--- src/rtl/core/pfe_pkg.sv ---
`default_nettype none

package pfe_pkg;

  localparam int WORD_W = 32;
  localparam int DEFAULT_STACK_DEPTH = 128;

  // Character codes of the postfix text.
  localparam logic [7:0] CH_ZERO  = 8'h30;
  localparam logic [7:0] CH_NINE  = 8'h39;
  localparam logic [7:0] CH_PLUS  = 8'h2B;
  localparam logic [7:0] CH_TIMES = 8'h2A;
  localparam logic [7:0] CH_MINUS = 8'h2D;
  localparam logic [7:0] CH_SLASH = 8'h2F;

  // Bit positions in the error flags.
  localparam int FLAG_UNDER = 0;
  localparam int FLAG_OVER  = 1;
  localparam int FLAG_DIVZ  = 2;
  localparam int FLAG_W     = 3;

  typedef enum logic [1:0] {
    CELL_HOLD,
    CELL_TAKE_ABOVE,
    CELL_TAKE_BELOW
  } cell_op_t;

  function automatic logic is_digit(input logic [7:0] sym);
    return (sym >= CH_ZERO) && (sym <= CH_NINE);
  endfunction

  function automatic logic is_arith_op(input logic [7:0] sym);
    return (sym == CH_PLUS) || (sym == CH_TIMES) || (sym == CH_MINUS) || (sym == CH_SLASH);
  endfunction

endpackage

`default_nettype wire

--- src/rtl/core/pfe_div.sv ---
`default_nettype none

module pfe_div (
  input  wire logic                        clk,
  input  wire logic                        rst,
  input  wire logic                        start,
  input  wire logic [pfe_pkg::WORD_W-1:0]  dividend,
  input  wire logic [pfe_pkg::WORD_W-1:0]  divisor,
  output logic                             done,
  output logic      [pfe_pkg::WORD_W-1:0]  quotient
);

  localparam int W = pfe_pkg::WORD_W;
  localparam int STEP_W = $clog2(W);

  logic              busy;
  logic [STEP_W-1:0] step_cnt;
  logic [W-1:0]      rem;
  logic [W-1:0]      quo;
  logic [W-1:0]      dvs;
  logic              neg;

  logic [W:0]   rem_sh;
  logic [W:0]   diff;
  logic         q_bit;
  logic [W-1:0] rem_next;
  logic [W-1:0] quo_next;

  // Restoring division on magnitudes, one quotient bit per cycle.
  always_comb begin
    rem_sh   = {rem, quo[W-1]};
    diff     = rem_sh - {1'b0, dvs};
    q_bit    = ~diff[W];
    rem_next = q_bit ? diff[W-1:0] : rem_sh[W-1:0];
    quo_next = {quo[W-2:0], q_bit};
  end

  always_ff @(posedge clk) begin
    if (rst) begin
      busy <= 1'b0;
      done <= 1'b0;
    end else begin
      done <= 1'b0;
      if (start) begin
        busy     <= 1'b1;
        step_cnt <= '0;
        rem      <= '0;
        quo      <= dividend[W-1] ? W'(0) - dividend : dividend;
        dvs      <= divisor[W-1] ? W'(0) - divisor : divisor;
        neg      <= dividend[W-1] ^ divisor[W-1];
      end else if (busy) begin
        rem      <= rem_next;
        quo      <= quo_next;
        step_cnt <= step_cnt + STEP_W'(1);
        if (step_cnt == STEP_W'(W - 1)) begin
          busy     <= 1'b0;
          done     <= 1'b1;
          quotient <= neg ? W'(0) - quo_next : quo_next;
        end
      end
    end
  end

endmodule

`default_nettype wire

--- config.mk ---
export PLATFORM = sky130hd
export DESIGN_NAME = pfe_div
export DESIGN_NICKNAME = d
export VERILOG_FILES = /design/src/rtl/core/pfe_pkg.sv /design/src/rtl/core/pfe_div.sv
export SDC_FILE = /design/constraint.sdc
export NUM_CORES = 1
export LEC_CHECK = 0
export BUFFER_PORTS_ARGS = -buffer_cell sky130_fd_sc_hd__buf_2
export CAP_MARGIN = 20
export CORE_ASPECT_RATIO = 0.6
export CORE_UTILIZATION = 25
export DETAILED_ROUTE_END_ITERATION = 10
export GPL_TIMING_DRIVEN = 0
export PLACE_DENSITY = 0.38
export SYNTH_ARGS = -nofsm -noshare
export SYNTH_HDL_FRONTEND = slang
export SYNTH_SLANG_ARGS = --single-unit
--- constraint.sdc ---
create_clock -name clk -period 4.6 [get_ports clk]
set_input_delay 0.69 -clock clk [delete_from_list [all_inputs] [get_ports clk]]
set_output_delay 0.69 -clock clk [all_outputs]
set_load 0.005 [all_outputs]
==> metrics <==
status=complete, no violations; gr usage total=15.4%; H-Tree Depth=4; cell area after synthesis=8720 um^2; Hold WC Path Type=in -> reg; Syn Inst Count=897; first-pass GRT wire length=41.2 mm; Final Power=4.16 mW; Area growth syn-to-layout=20.7%; Overflow after GRT=0; startpoint types=flip-flop; setup TNS=0 ns; Detailed Route Iter0 Violations=538; CP peak stage delay=0.60 ns; kind of end point of the critical path=flip-flop; WL/cell=17.9 um; register area share after synthesis=46.6%; Max Freq=231 MHz; Initial Util=25.6%; antenna-violating nets left=0; Layout Nets=1125; I/O pin count=100; Clock Latency Late Sink=0.44 ns; CP max stage cell=clkbuf_1; Peak VDD IR=0.280 mV; top cell family by delay on the critical path=compound AO/OA/AOI/OAI gates; vias per std cell=4.80; Worst-Margin Slew=0.808 ns; Main synth FF type=edfxtp_1; IO Port Bufs=99; cell area power density=395 nW/um^2; synth unique cells=56; required time worst endpoint=4.79 ns; clk sink count=136; share of cells above drive strength 1=15.0%; crit path DAT=4.51 ns; flops & latches, synth=136; GP Congestion=0.819; asr flop ratio synth=0%; Worst-path clk slew=0.06 ns; initial antenna violation count=0; largest net degree at the start of global routing=33; Max Root-Sink Buffers=2; clk_skew=0.00669 ns; Lkg Pwr=3.91 nW; RSZ-0062 raised after global routing=false; yosys warns=0; syn nets=1002; EDFF count, synth=134; Final Hold Fails=0; slew margin rel.=46.0%; die height=147 um; max cap viols=0; TritonCTS Buffers=17; drt first pass iters=5; CTS root buffer=clkbuf_16; final slew viol count=0; crit share post-route=93.9%; # setup viols final=0; hpwl dp=20.5 mm; crit-path cells=inv_1, ha_1, fa_1, nor2b_1, o21ai_0, a21o_1, a31oi_2, a31o_2, a21o_1, mux2i_2, clkbuf_1, o21ai_0, xnor2_1; die area=35700 um^2; CTS tree=yes; critical path class=reg -> reg; Die W=243 um; Post-Route WL=26.7 mm; vias in the first global route=6797; Avg Cell Area, Syn=9.72 um^2; Core Footprint=34000 um^2; maximum net fanout on the critical path=10; CP Buf/Inv Count=2; FP Rows=52; vias after detailed routing=7173; Post-route DRC=0; Tmin final=4.32 ns
[synth_stat cells, types with 7 or more instances]
cell type,count,area (um^2)
a211oi_1,9,67.6
a21o_1,11,82.6
a21oi_1,95,475
clkbuf_1,31,116
edfxtp_1,134,4020
ha_1,37,463
inv_1,52,195
nand2_1,91,342
nand2b_1,10,62.6
nand3_1,17,85.1
nand4_1,7,43.8
nor2_1,77,289
nor3_1,8,40.0
nor4_1,11,68.8
o21ai_0,53,265
o31ai_1,28,210
o41ai_1,12,105
or3_1,19,119
or4_1,12,90.1
xnor2_1,69,604
xor2_1,40,350
[routing by layer]
layer	share of wire, %	vias up	global-route usage (%)
met5	0	-	0
met4	0.81	0	3.21
met3	4.2	17	3.64
met2	38	152	19.9
met1	57	3463	25.0
li1	-	3541	-
[sequential cells by signal, summed over array words and instances, names as in the netlist]
signal,count
busy,1
quotient,32
rem,32
step_cnt,5
dvs,32
quo,32
done,1
neg,1
[stage by stage]
| step | cells | area, um^2 | setup slack (ns) | util, % | hold slack, ns |
|---|---|---|---|---|---|
| 2_1_floorplan | 897 | 8720 | 0.552 | - | 0.445 |
| 3_3_place_gp | 1455 | 9790 | -1.62 | 28.8 | 0.539 |
| 3_5_place_dp | 1461 | 9910 | -1.36 | 29.1 | 0.557 |
| 4_1_cts | 1493 | 10500 | 0.0198 | 30.9 | 0.444 |
| 5_1_grt | 1492 | 10500 | 0.00906 | 30.9 | 0.445 |
| 6_report | 1493 | 10500 | 0.278 | 30.9 | 0.471 |
[cells in the final DEF, fill, tap and decap left out, drive strengths merged, types with 15 or more instances in the layout]
cell	count
or4	15
clkbuf	53
ha	37
xor2	40
nand3	17
inv	51
a21oi	95
o31ai	29
o21ai	54
nand2	91
edfxtp	134
nor2	77
xnor2	69
or3	20
buf	112
[layout make-up]
| class | instances | area, um^2 |
|---|---|---|
| well taps | 459 | 574 |
| diodes | 1 | 2.50 |
| repair buffers | 106 | 601 |
| clock inverters | 8 | 93.8 |
| clock buffers | 24 | 502 |
| inverters | 52 | 200 |
| multi-input cells | 672 | 4360 |
| flip-flops and latches | 136 | 4060 |
| fillers | 3607 | 23500 |
| plain buffers | 35 | 135 |
[repair_timing]
item,CTS,global route
gates resized for setup,6,9
setup endpoints to repair,36,34
hold buffers,0,0
buffers inserted,1,0
[logic make-up after synthesis]
group | Yosys count | share of synthesized area, %
and+or+nand+nor | 280 | 15.5
AOI/OAI and AO/OA | 242 | 17.2
DFF | 136 | 46.6
xor gates and xnor gates | 109 | 10.9
buffers and inverters | 89 | 3.83
adders and majority gates | 38 | 5.54
muxes | 3 | 0.359
[report_power, final]
part,internal [mW],switching (mW)
sequential,1.51,0.0628
combinational,0.419,0.738
clock,0.865,0.564
[final timing paths]
kind	startpoint	endpoint	slack, ns	cells past startpoint
setup / recovery	quo[31]$_DFFE_PP_	quotient[19]$_DFFE_PP_	0.28	13
setup reg to reg	quo[31]$_DFFE_PP_	quotient[19]$_DFFE_PP_	0.28	13
hold / removal	divisor[0]	dvs[0]$_DFFE_PP_	0.47	1
hold reg to reg	busy$_SDFF_PP0_	done$_SDFF_PP0_	0.56	2
No activity file was read; power rests on OpenSTA's default activity.
