## config.mk

```make
export PLATFORM = sky130hd
export DESIGN_NAME = pfe_cell
export DESIGN_NICKNAME = d
export VERILOG_FILES = /design/src/rtl/core/pfe_pkg.sv /design/src/rtl/core/pfe_cell.sv
export SDC_FILE = /design/constraint.sdc
export NUM_CORES = 1
export LEC_CHECK = 0
export ABC_AREA = 0
export BUFFER_PORTS_ARGS = -buffer_cell sky130_fd_sc_hd__buf_2
export CAP_MARGIN = 20
export CORE_ASPECT_RATIO = 0.8
export CORE_UTILIZATION = 38
export DETAILED_ROUTE_END_ITERATION = 16
export GPL_TIMING_DRIVEN = 0
export PLACE_DENSITY = 0.72
export SLEW_MARGIN = 0
export SYNTH_ARGS = -nofsm -noshare
export SYNTH_HDL_FRONTEND = slang
export SYNTH_SLANG_ARGS = --single-unit
```

## constraint.sdc

```tcl
create_clock -name clk -period 1.4 [get_ports clk]
set_input_delay 0.07 -clock clk [delete_from_list [all_inputs] [get_ports clk]]
set_output_delay 0.07 -clock clk [all_outputs]
set_load 0.02 [all_outputs]
```

## src/rtl/core/pfe_pkg.sv

```systemverilog
`default_nettype none

package pfe_pkg;

  localparam int WORD_W = 32;
  localparam int DEFAULT_STACK_DEPTH = 128;

  // Character codes of the postfix text.
  localparam logic [7:0] CH_ZERO  = 8'h30;
  localparam logic [7:0] CH_NINE  = 8'h39;
  localparam logic [7:0] CH_PLUS  = 8'h2B;
  localparam logic [7:0] CH_TIMES = 8'h2A;
  localparam logic [7:0] CH_MINUS = 8'h2D;
  localparam logic [7:0] CH_SLASH = 8'h2F;

  // Bit positions in the error flags.
  localparam int FLAG_UNDER = 0;
  localparam int FLAG_OVER  = 1;
  localparam int FLAG_DIVZ  = 2;
  localparam int FLAG_W     = 3;

  typedef enum logic [1:0] {
    CELL_HOLD,
    CELL_TAKE_ABOVE,
    CELL_TAKE_BELOW
  } cell_op_t;

  function automatic logic is_digit(input logic [7:0] sym);
    return (sym >= CH_ZERO) && (sym <= CH_NINE);
  endfunction

  function automatic logic is_arith_op(input logic [7:0] sym);
    return (sym == CH_PLUS) || (sym == CH_TIMES) || (sym == CH_MINUS) || (sym == CH_SLASH);
  endfunction

endpackage

`default_nettype wire

```

## src/rtl/core/pfe_cell.sv

```systemverilog
`default_nettype none

module pfe_cell (
  input  wire logic                        clk,
  input  wire pfe_pkg::cell_op_t           ctrl,
  input  wire logic [pfe_pkg::WORD_W-1:0]  from_above,
  input  wire logic [pfe_pkg::WORD_W-1:0]  from_below,
  output logic      [pfe_pkg::WORD_W-1:0]  value
);

  always_ff @(posedge clk) begin
    case (ctrl)
      pfe_pkg::CELL_TAKE_ABOVE: value <= from_above;
      pfe_pkg::CELL_TAKE_BELOW: value <= from_below;
      default: value <= value;
    endcase
  end

endmodule

`default_nettype wire

```

==> results.md, run 1 <==
Timing:
- Measured against its own limit, the worst slew margin works out to 55.4%.
- The post-route fraction of the period consumed by the critical path is 87.9%.
- The count of pins over their slew limit is 0.
- For the pin with the worst max-slew slack, the measured transition is 0.668 ns.
- The final critical-path required period is 1.23 ns.
- The post-layout worst setup margin is 0.169 ns.
- Setup violations remaining at the end of the flow were counted as 0.
- The number of hold-slack violations in the final timing report was 0.
- Timing would allow up to 812 MHz.
- The accumulated negative setup slack is 0 ns.
- Setup repair after global routing left no endpoint under its margin.

Pwr:
- The worst IR drop on VDD is 0.000560 V.
- Dividing total power by cell area gives a power density of 1160 nW/um2.
- The analysis attributes to cell leakage a power of 1.02 nW.

Floorplanning:
- The die extent in x is 72.8 um.
- The floorplan step defined a die boundary enclosing 4270 um2.
- The total area inside the core boundary comes to 3830 um2.
- The initial cell density of the core is 39.8%.
- The number of ports placed on the die boundary is 99.
- The vertical extent of the die is 58.7 um.
- The site row count is 20.

Clock tree:
- The clock drives 32 sinks.
- The clock passes through at most 2 buffers.
- TritonCTS built the clock tree.
- The CTS clock-pin slew for the worst setup and hold paths is 0.07 ns.
- The TritonCTS buffer count is 5.
- The H-tree generated during clock tree synthesis spans 2 levels.
- The tree is rooted in a sky130_fd_sc_hd__clkbuf_8.
- The number of gates resized after CTS was 1.
- Once the clock tree was built, the setup fixing pass inserted 0 buffers.
- In this run, post-CTS hold repair placed 0 buffers.

Global routing:
- The overall overflow remaining after global route is 0.
- The met3 usage in global routing is 7.02%.
- Global routing used 25.6% of the available met2 tracks.
- The initial antenna violation count is 0.
- The most crowded layer after global routing is met2.
- The pin count of the biggest net entering global routing is 33.
- The first global-routing pass estimated 4.49 mm of wire.
- The number of global-route vias before repair is 999.
- Global routing used 15.0% of the available tracks.
- Global routing used 15.2% of the available met1 tracks.

Placed design:
- During placement, the flow inserted port buffers numbering 98.
- The HPWL after detailed placement is 2.32 mm.
- The congestion estimate from routability-driven global placement came to 0.671.
- Summing all placed instances gives a cell area of 2080 um2.
- The number of placed instances, taps included, is 224.
- Prior to clock tree synthesis, the placed netlist has a worst setup slack of -0.384 ns.

Min path:
- The worst hold path belongs to the class in -> reg.
- The worst hold path passes through 2 cells.
- The hold path startpoint is from_above[10].
- The capture endpoint of the worst hold path is value[10].

Final layout:
- The flip-flop count of the largest register after layout is 32.
- The fill cell instance count of the final layout is 319.
- The largest registers in the layout are value x32.
- The register name with the most flops is value.
- For this run, the post-layout net count is 244.
- From synthesis to final layout, the design area changed by 42.3%.
- The post-route standard cell area excluding fillers is 2170 um2.
- The repair_antennas step left the layout with diodes totalling 0.
- Once layout is complete, the cells apart from fillers number 232.
- The fraction of final layout cells with drive strength greater than 1 is 80.2%.
- The post-layout utilization of the core is 56.7%.

Synthesis:
- The number of synthesized flops with an enable pin is 32.
- In the synthesized netlist the async set-or-reset flop fraction comes to 0%.
- Counting instances in the post-synthesis netlist gives the leading cell types as sky130_fd_sc_hd__edfxtp_1, sky130_fd_sc_hd__mux2_4, sky130_fd_sc_hd__buf_12.
- The number of synthesized register bits is 32.
- When the netlist entered floorplanning its net count stood at 139.
- The post-synthesis instance area is 1530 um2.
- The most common cell in the synthesized netlist is sky130_fd_sc_hd__edfxtp_1.
- Among all flip-flop cells after synthesis, the most frequent one is sky130_fd_sc_hd__edfxtp_1.
- Counting distinct cell types in the post-synthesis netlist gives 7.
- In the synthesized netlist, the number of instances is 71.
- Ranked by total cell area, the synthesized netlist is headed by sky130_fd_sc_hd__edfxtp_1, sky130_fd_sc_hd__mux2_4, sky130_fd_sc_hd__buf_12, sky130_fd_sc_hd__mux2_2, sky130_fd_sc_hd__ha_1.
- A synthesized cell averages 21.5 um2.
- The total of warnings raised by yosys is 0.
- The area share of the largest cell type after synthesis is 63.0%.
- The share of the yosys chip area belonging to registers is 63.0%.
- The cell accounting for the most synthesized area is sky130_fd_sc_hd__edfxtp_1.

Worst setup path:
- The required time reported for the critical path endpoint is 1.22 ns.
- STA classifies the critical path endpoint as a flip-flop.
- The critical path class is in -> reg.
- The arrival time reported for the critical path endpoint is 1.05 ns.
- In this run the worst path has a maximum fanout of 32.
- The worst setup path is launched from a primary input.

Status:
- The flow ran to the end, and the final reports show no timing, DRC or antenna violations.

Routing:
- The routed design has 2.96 mm of wire.
- After detailed routing, the number of vias per cell comes to 4.44.
- The number of iterations in the first detailed-routing pass is 4.
- In the final routed layout, each cell accounts on average for 12.8 um.
- The number of routed nets with antenna violations is 0.
- Across all layers, the routed design uses 1,029 vias.
- The DRC violation count after routing is 0.
- The number of DRC markers after the initial detailed-route iteration is 36.

Job:
- Across the run, the number of max-cap violations was 0.
-- routing by layer --
layer	share of wire (%)	vias to the layer above	routed length, um
li1	-	483	-
met1	37	480	1090
met2	51	62	1520
met3	11	4	311
met4	1.5	0	44
met5	0	-	0
-- critical path: stages --
cell,delay [ns]
sky130_fd_sc_hd__buf_2,0.07
sky130_fd_sc_hd__inv_1,0.03
sky130_fd_sc_hd__ha_1,0.31
sky130_fd_sc_hd__clkinvlp_4,0.55
-- worst max path at each step --
| stage | start | end | slack, ns | depth (start not counted) |
|---|---|---|---|---|
| 2_1_floorplan | ctrl[0] | value[0] | 0.005 | 3 |
| 3_3_place_gp | ctrl[0] | value[16] | -0.28 | 4 |
| 3_5_place_dp | ctrl[0] | value[1] | -0.38 | 4 |
| 4_1_cts | ctrl[0] | value[11] | 0.14 | 4 |
| 5_1_grt | ctrl[0] | value[15] | 0.06 | 4 |
| 6_report | ctrl[0] | value[15] | 0.17 | 4 |
-- power breakdown --
part	total [mW]	internal, mW	switching [mW]
registers	1.25	1.22	0.0336
logic	0.607	0.279	0.328
clock network	0.659	0.337	0.323
total	2.52	1.84	0.685
-- area by class of cell --
type / instances / area, um2 / share of cell area [%]
clock buffer: 5 / 68.8 / 3.17
clock inverter: 3 / 13.8 / 0.634
sequential: 32 / 961 / 44.3
buffer: 4 / 71.3 / 3.29
timing repair buffer: 98 / 490 / 22.6
inverter: 2 / 11.3 / 0.519
multi-input combinational: 33 / 485 / 22.4
tap: 55 / 68.8 / 3.17
-- cell families (layout without fill, tap and decap cells) --
group	count (synthesis)	in the layout	share of synthesized area (%)
buf+inv	6	112	5.17
mux	32	32	31.0
fa+ha+maj	1	1	0.820
flops	32	32	63.0
-- stage by stage --
stage | hold WS [ns] | power [mW]
final | 0.0873 | 2.52
after detailed placement | 0.373 | 1.89
after floorplan | 0.287 | 1.64
after global placement | 0.370 | 1.87
after global routing | 0.0703 | 2.65
after CTS | 0.0812 | 2.55
-- layout by cell type (no fill, tap or decap), drive strengths merged --
cell,instances
edfxtp,32
inv,1
buf,102
mux2,32
clkinv,3
clkinvlp,1
ha,1
clkbuf,5
No activity file was read; power rests on OpenSTA's default activity.
==> run 2, diff against run 1 <==
--- a/config.mk
+++ b/config.mk
@@ -12,7 +12,7 @@
 export CORE_UTILIZATION = 38
 export DETAILED_ROUTE_END_ITERATION = 16
 export GPL_TIMING_DRIVEN = 0
-export PLACE_DENSITY = 0.72
+export PLACE_DENSITY = 0.82
 export SLEW_MARGIN = 0
 export SYNTH_ARGS = -nofsm -noshare
 export SYNTH_HDL_FRONTEND = slang
==> results.md, run 2 (synthesis results as in run 1) <==
Routing:
- The wire length on met3 is 246 um (-21%).
- The number of DRC markers after the initial detailed-route iteration is 25 (-31%).
- The number of iterations in the first detailed-routing pass is 4 (unchanged).
- The per-cell via count in the routed design is 4.28 (-3.5%).
- The total met2 wirelength after detailed routing was 1.58 mm (+4.4%).
- The number of routed nets with antenna violations is 0 (unchanged).
- The uppermost signal routing layer after detailed routing is met4.
- The detail-routed net length per standard cell is 12.5 um (-2.3%).
- The final routed wirelength across all metal layers was 2.89 mm (-2.3%).
- The DRC violation count after routing is 0 (unchanged).
- The vias after detailed routing is 993 (-3.5%).
- The length of routed wiring on met1 is 1.02 mm (-6.5%).

Clock tree:
- In this run the clock root is driven by a sky130_fd_sc_hd__clkbuf_8.
- The maximum buffer depth of the clock tree is 2 (unchanged).
- The clock net sink count is 32 (unchanged).
- The quantity of gates resized following cts was 0 (-1).
- The cts-stage hold buffer count is 0 (unchanged).
- The H-tree depth was 2 (unchanged).
- TritonCTS built the clock tree.
- The TritonCTS buffer count is 5 (unchanged).
- The CTS clock-pin slew for the worst setup and hold paths is 0.06 ns (about the same).
- The number of buffers inserted to repair setup after CTS is 0 (unchanged).

Final layout:
- The flip-flop count of the largest register after layout is 32 (unchanged).
- The fill cell instance count of the final layout came to 317 (-0.63%).
- The largest registers in the layout are value x32.
- The area growth from synthesis to layout is 43.5%.
- Counting flops per register, the top entry is value.
- The number of diodes is 0 (unchanged).
- In the layout the commonest cells are sky130_fd_sc_hd__buf_2, sky130_fd_sc_hd__edfxtp_1, sky130_fd_sc_hd__mux2_4, sky130_fd_sc_hd__clkbuf_8, sky130_fd_sc_hd__buf_12.
- The commonest non-fill, non-tap cell in the layout is sky130_fd_sc_hd__buf_2.
- The final layout net count is 245 (+0.41%).
- The fraction of final layout cells with drive strength greater than 1 came to 79.1% (-1.1 points).
- The post-route standard cell area excluding fillers was 2190 um2 (+0.81%).
- The post-layout instance count excluding filler cells is 232 (unchanged).

Floorplanning:
- The number of ports placed on the die boundary came to 99 (unchanged).
- The floorplan die area is 4270 um2 (unchanged).
- The site row count is 20 (unchanged).
- The vertical extent of the die was 58.7 um (unchanged).
- The placeable core area is 3830 um2 (unchanged).
- The die extent in x came to 72.8 um (unchanged).
- The initial cell density of the core is 39.8% (unchanged).

Timing:
- The post-route fraction of the period consumed by the critical path came to 85.5% (-2.4 points).
- The count of pins over their slew limit is 0 (unchanged).
- The highest clock frequency the design can meet is 835 MHz (+2.8%).
- The remaining max-slew budget at the tightest pin is 56.6% (+1.2 points).
- The final critical-path required period is 1.20 ns (-0.0337 ns).
- Setup repair after global routing left no endpoint under its margin.
- The measured slew at the worst slew-check pin is 0.651 ns (-0.0174 ns).
- The post-layout worst setup margin is 0.203 ns (+0.0337 ns).
- The accumulated negative setup slack came to 0 ns (unchanged).
- The number of failing setup endpoints in the final timing report is 0 (unchanged).
- The number of hold-slack violations in the final timing report came to 0 (unchanged).

Worst setup path:
- The arrival time reported for the critical path endpoint is 1.17 ns (+0.12 ns).
- The origin of the worst setup path is ctrl[0].
- The buffer and inverter count on the worst path is 4 (+1).
- The cell family contributing the most delay on the critical path is buffers and inverters.
- The stage delay of the slowest cell on the critical path came to 0.48 ns (-0.07 ns).
- The worst setup path is of the in -> reg kind.
- The cell that appears most often on the critical path is sky130_fd_sc_hd__inv_1.
- The cell with the largest stage delay on the worst path is sky130_fd_sc_hd__inv_1.
- Walking the worst path, the cells encountered are buf_2, inv_1, ha_1, inv_1, buf_16.
- STA classifies the critical path startpoint as a primary input.
- The maximum fanout along the worst path is 18 (-44%).
- The required time reported for the critical path endpoint is 1.38 ns (+0.16 ns).
- The instance count on the critical path is 5 (+1).
- The endpoint type of the worst setup path is a flip-flop.

Placed design:
- The final weighted congestion in routability-driven placement is 0.639 (-4.8%).
- The setup slack at placement is -0.111 ns (+0.272 ns).
- The instance count after placement with tap cells included is 225 (+0.45%).
- The quantity of I/O buffers inserted on ports is 98 (unchanged).
- The cell area reported after detailed placement is 2110 um2 (+1.3%).
- The half-perimeter wire length of the detailed placement result came to 2.40 mm (+3.4%).

Global routing:
- The total global routing track utilization is 13.9% (-1.0 points).
- The initial antenna violation count came to 0 (unchanged).
- The global-route wire length before repair was 4.27 mm (-4.9%).
- The overall overflow remaining after global route is 0 (unchanged).
- The number of global-route vias before repair is 990 (-0.90%).
- The pin count of the biggest net entering global routing is 19 (-42%).

Pwr:
- The post-route total power is 2.50 mW (-0.94%).
- The power density of the placed cells came to 1140 nW/um2 (-1.7%).
- The worst IR drop on VDD came to 0.000817 V (+46%).
- The static leakage power is 1.03 nW (+1.1%).

Min path:
- The worst hold path begins at from_below[8].
- The worst hold path belongs to the class in -> reg.
- The cell depth of the worst hold path was 2 (unchanged).

Job:
- The count of max-cap constraint violations was 0 (unchanged).

Status:
- The flow ran to the end, and the final reports show no timing, DRC or antenna violations.
## run 2: cell count changes in the layout (fill, tap and decap cells not counted)
cell / previous run / this run
sky130_fd_sc_hd__clkinv_2: 2 / 0
sky130_fd_sc_hd__buf_16: 0 / 1
sky130_fd_sc_hd__clkinv_1: 1 / 2
sky130_fd_sc_hd__clkinvlp_4: 1 / 0
sky130_fd_sc_hd__inv_1: 1 / 2
## run 2: per-stage QoR
step                      utilization (%)  hold WS [ns]
after floorplan                         -         0.287
after global placement               54.4         0.370
after detailed placement             55.2         0.373
after CTS                            57.2        0.0854
after global routing                 57.2        0.0788
final                                57.2        0.0945
## run 2: layout make-up
type / count / area [um2] / share of cell area, %
clock buffers: 5 / 68.8 / 3.14
well taps: 55 / 68.8 / 3.14
flip-flops and latches: 32 / 961 / 43.9
clock inverters: 2 / 7.51 / 0.343
repair buffers: 99 / 518 / 23.7
inverters: 2 / 7.51 / 0.343
plain buffers: 4 / 71.3 / 3.26
multi-input cells: 33 / 485 / 22.2
## run 2: power by group
group / switching (mW) / internal, mW
Sequential: 0.0270 / 1.22
Clock: 0.297 / 0.327
Combinational: 0.335 / 0.293
## run 2: metal layers
metal	global-route usage (%)	up-vias
met5	0	-
met4	6.72	0
met3	5.82	4
met2	25.1	54
met1	14.0	449
li1	-	486
## run 2: path summary, 6_finish.rpt
kind / to / slack (ns)
setup / recovery: value[22] / 0.20
hold / removal: value[8] / 0.09
==> run 3, diff against run 2 <==
--- a/config.mk
+++ b/config.mk
@@ -9,6 +9,7 @@
 export BUFFER_PORTS_ARGS = -buffer_cell sky130_fd_sc_hd__buf_2
 export CAP_MARGIN = 20
 export CORE_ASPECT_RATIO = 0.8
+export CORE_MARGIN = 5
 export CORE_UTILIZATION = 38
 export DETAILED_ROUTE_END_ITERATION = 16
 export GPL_TIMING_DRIVEN = 0
==> results.md, run 3 (synthesis results as in run 1) <==
Status:
- The run finished with clean final reports.

Routing:
- The vias after detailed routing is 984 (-0.91%).
- The detail-routed net length per standard cell was 13.9 um (+11%).
- The final routed wirelength across all metal layers is 3.24 mm (+12%).
- The number of iterations in the first detailed-routing pass is 4 (unchanged).
- The number of routed nets with antenna violations came to 0 (unchanged).
- The per-cell via count in the routed design is 4.22 (-1.3%).
- The DRC violation count after routing is 0 (unchanged).
- The number of DRC markers after the initial detailed-route iteration is 13 (-48%).

Global routing:
- The overall overflow remaining after global route is 0 (unchanged).
- The pin count of the biggest net entering global routing is 20 (+1).
- The initial antenna violation count is 0 (unchanged).
- The met3 usage in global routing is 5.95% (+0.12 points).
- The total global routing track utilization is 12.5% (-1.4 points).
- met2 is the most crowded layer.
- The number of global-route vias before repair was 1,026 (+3.6%).
- The global-route wire length before repair was 4.80 mm (+12%).
- The routing usage on met2 is 21.2% (-3.9 points).
- The met1 usage in global routing came to 13.1% (-0.82 points).

Clock tree:
- The cts-stage hold buffer count is 0 (unchanged).
- The TritonCTS buffer count is 5 (unchanged).
- The clock tree root driver cell is sky130_fd_sc_hd__clkbuf_8.
- The H-tree depth is 2 (unchanged).
- The number of buffers inserted to repair setup after CTS came to 0 (unchanged).
- The maximum buffer depth of the clock tree is 2 (unchanged).
- The TritonCTS clock tree is yes.
- The clock net sink count is 32 (unchanged).
- The quantity of gates resized following cts is 0 (unchanged).
- The CTS clock-pin slew for the worst setup and hold paths came to 0.06 ns (about the same).

Min path:
- In this run the most critical hold path is launched from from_below[1].
- The capture endpoint of the worst hold path is value[1].
- The min-delay analysis places its worst path in the category in -> reg.
- The cell depth of the worst hold path is 2 (unchanged).

Timing:
- The remaining max-slew budget at the tightest pin is 58.2% (+1.7 points).
- The number of hold-slack violations in the final timing report is 0 (unchanged).
- The highest clock frequency the design can meet is 851 MHz (+1.9%).
- The measured slew at the worst slew-check pin came to 0.626 ns (-0.0250 ns).
- The count of pins over their slew limit came to 0 (unchanged).
- The number of failing setup endpoints in the final timing report is 0 (unchanged).
- Setup repair after global routing left no endpoint under its margin.
- The final critical-path required period is 1.18 ns (-0.0219 ns).
- The post-route fraction of the period consumed by the critical path is 84.0% (-1.6 points).

Final layout:
- The commonest non-fill, non-tap cell in the layout is sky130_fd_sc_hd__buf_2.
- Ranked by flip-flop count, first place goes to value.
- The flip-flop count of the largest register after layout came to 32 (unchanged).
- The post-route standard cell area excluding fillers was 2190 um2 (+0.17%).
- The largest registers in the layout are value x32.
- The final layout net count was 245 (unchanged).
- The fill cell instance count of the final layout is 335 (+5.7%).
- Relative to the synthesized area, the layout overhead comes to 43.7%.
- The top cell types in the final layout, fill and taps aside, are sky130_fd_sc_hd__buf_2, sky130_fd_sc_hd__edfxtp_1, sky130_fd_sc_hd__mux2_4, sky130_fd_sc_hd__clkbuf_8, sky130_fd_sc_hd__buf_12.
- The number of diodes was 0 (unchanged).
- The fraction of final layout cells with drive strength greater than 1 is 78.7% (-0.44 points).

Floorplanning:
- The number of ports placed on the die boundary is 99 (unchanged).
- The site row count is 20 (unchanged).
- The die extent in x was 80.8 um (+11%).
- The floorplan die area is 5390 um2 (+26%).
- The initial cell density of the core was 39.8% (unchanged).
- The placeable core area is 3830 um2 (unchanged).
- The vertical extent of the die is 66.7 um (+14%).

Worst setup path:
- The arrival time reported for the critical path endpoint is 1.15 ns (-0.02 ns).
- The critical path is of the in -> reg type.
- STA classifies the critical path startpoint as a primary input.
- The endpoint type of the worst setup path is a flip-flop.
- The required time reported for the critical path endpoint is 1.38 ns (about the same).
- The maximum fanout along the worst path is 19 (+1).

Job:
- The count of max-cap constraint violations is 0 (unchanged).

Pwr:
- The post-route total power is 2.52 mW (+0.94%).
- The power density of the placed cells came to 1150 nW/um2 (+0.76%).
- The static leakage power is 1.03 nW (about the same).
- The worst IR drop on VDD is 0.000615 V (-25%).

Placed design:
- The cell area reported after detailed placement is 2110 um2 (unchanged).
- The quantity of I/O buffers inserted on ports came to 98 (unchanged).
- The final weighted congestion in routability-driven placement came to 0.707 (+11%).
run 3: routing by layer:
layer  vias up  share of wire [%]
met5         -                  0
met4         0                1.1
met3         5                 11
met2        53                 52
met1       442                 36
li1        484                  -
run 3: how the worst max path moves through the flow:
stage | slack (ns) | to | cells after the start | start
6_report | 0.22 | value[29] | 5 | ctrl[0]
5_1_grt | 0.11 | value[29] | 5 | ctrl[0]
4_1_cts | 0.21 | value[29] | 5 | ctrl[0]
3_5_place_dp | -0.09 | value[2] | 5 | ctrl[0]
3_3_place_gp | -0.34 | value[8] | 4 | ctrl[0]
2_1_floorplan | 0.005 | value[0] | 3 | ctrl[0]
run 3: critical path: stages:
cell and delay [ns]:
sky130_fd_sc_hd__buf_2 0.07, sky130_fd_sc_hd__inv_1 0.03, sky130_fd_sc_hd__ha_1 0.27, sky130_fd_sc_hd__inv_1 0.46, sky130_fd_sc_hd__buf_16 0.23
run 3: where the power goes:
group	switching (mW)	internal [mW]	total, mW	leakage (nW)
clock	0.300	0.345	0.645	0.0399
sequential	0.0296	1.22	1.25	0.313
combinational	0.334	0.292	0.627	0.681
run 3: final cells by class:
cell class,instances,area [um2],area share [%]
plain buffers,4,71.3,3.25
clock buffers,7,76.3,3.48
clock inverters,1,3.75,0.171
inverters,2,7.51,0.342
multi-input cells,33,485,22.1
flip-flops and latches,32,961,43.8
well taps,55,68.8,3.14
repair buffers,99,518,23.6
run 3: metrics by stage:
step / hold WS [ns] / util (%) / worst slack, ns / std cells / TNS [ns]
5_1_grt: 0.0834 / 57.3 / 0.111 / 233 / 0
3_5_place_dp: 0.373 / 55.2 / -0.0933 / 225 / -1.75
4_1_cts: 0.0824 / 57.3 / 0.214 / 233 / 0
3_3_place_gp: 0.370 / 54.4 / -0.343 / 224 / -10.91
2_1_floorplan: 0.287 / - / 0.00528 / 71 / 0
6_report: 0.0935 / 57.3 / 0.225 / 233 / 0
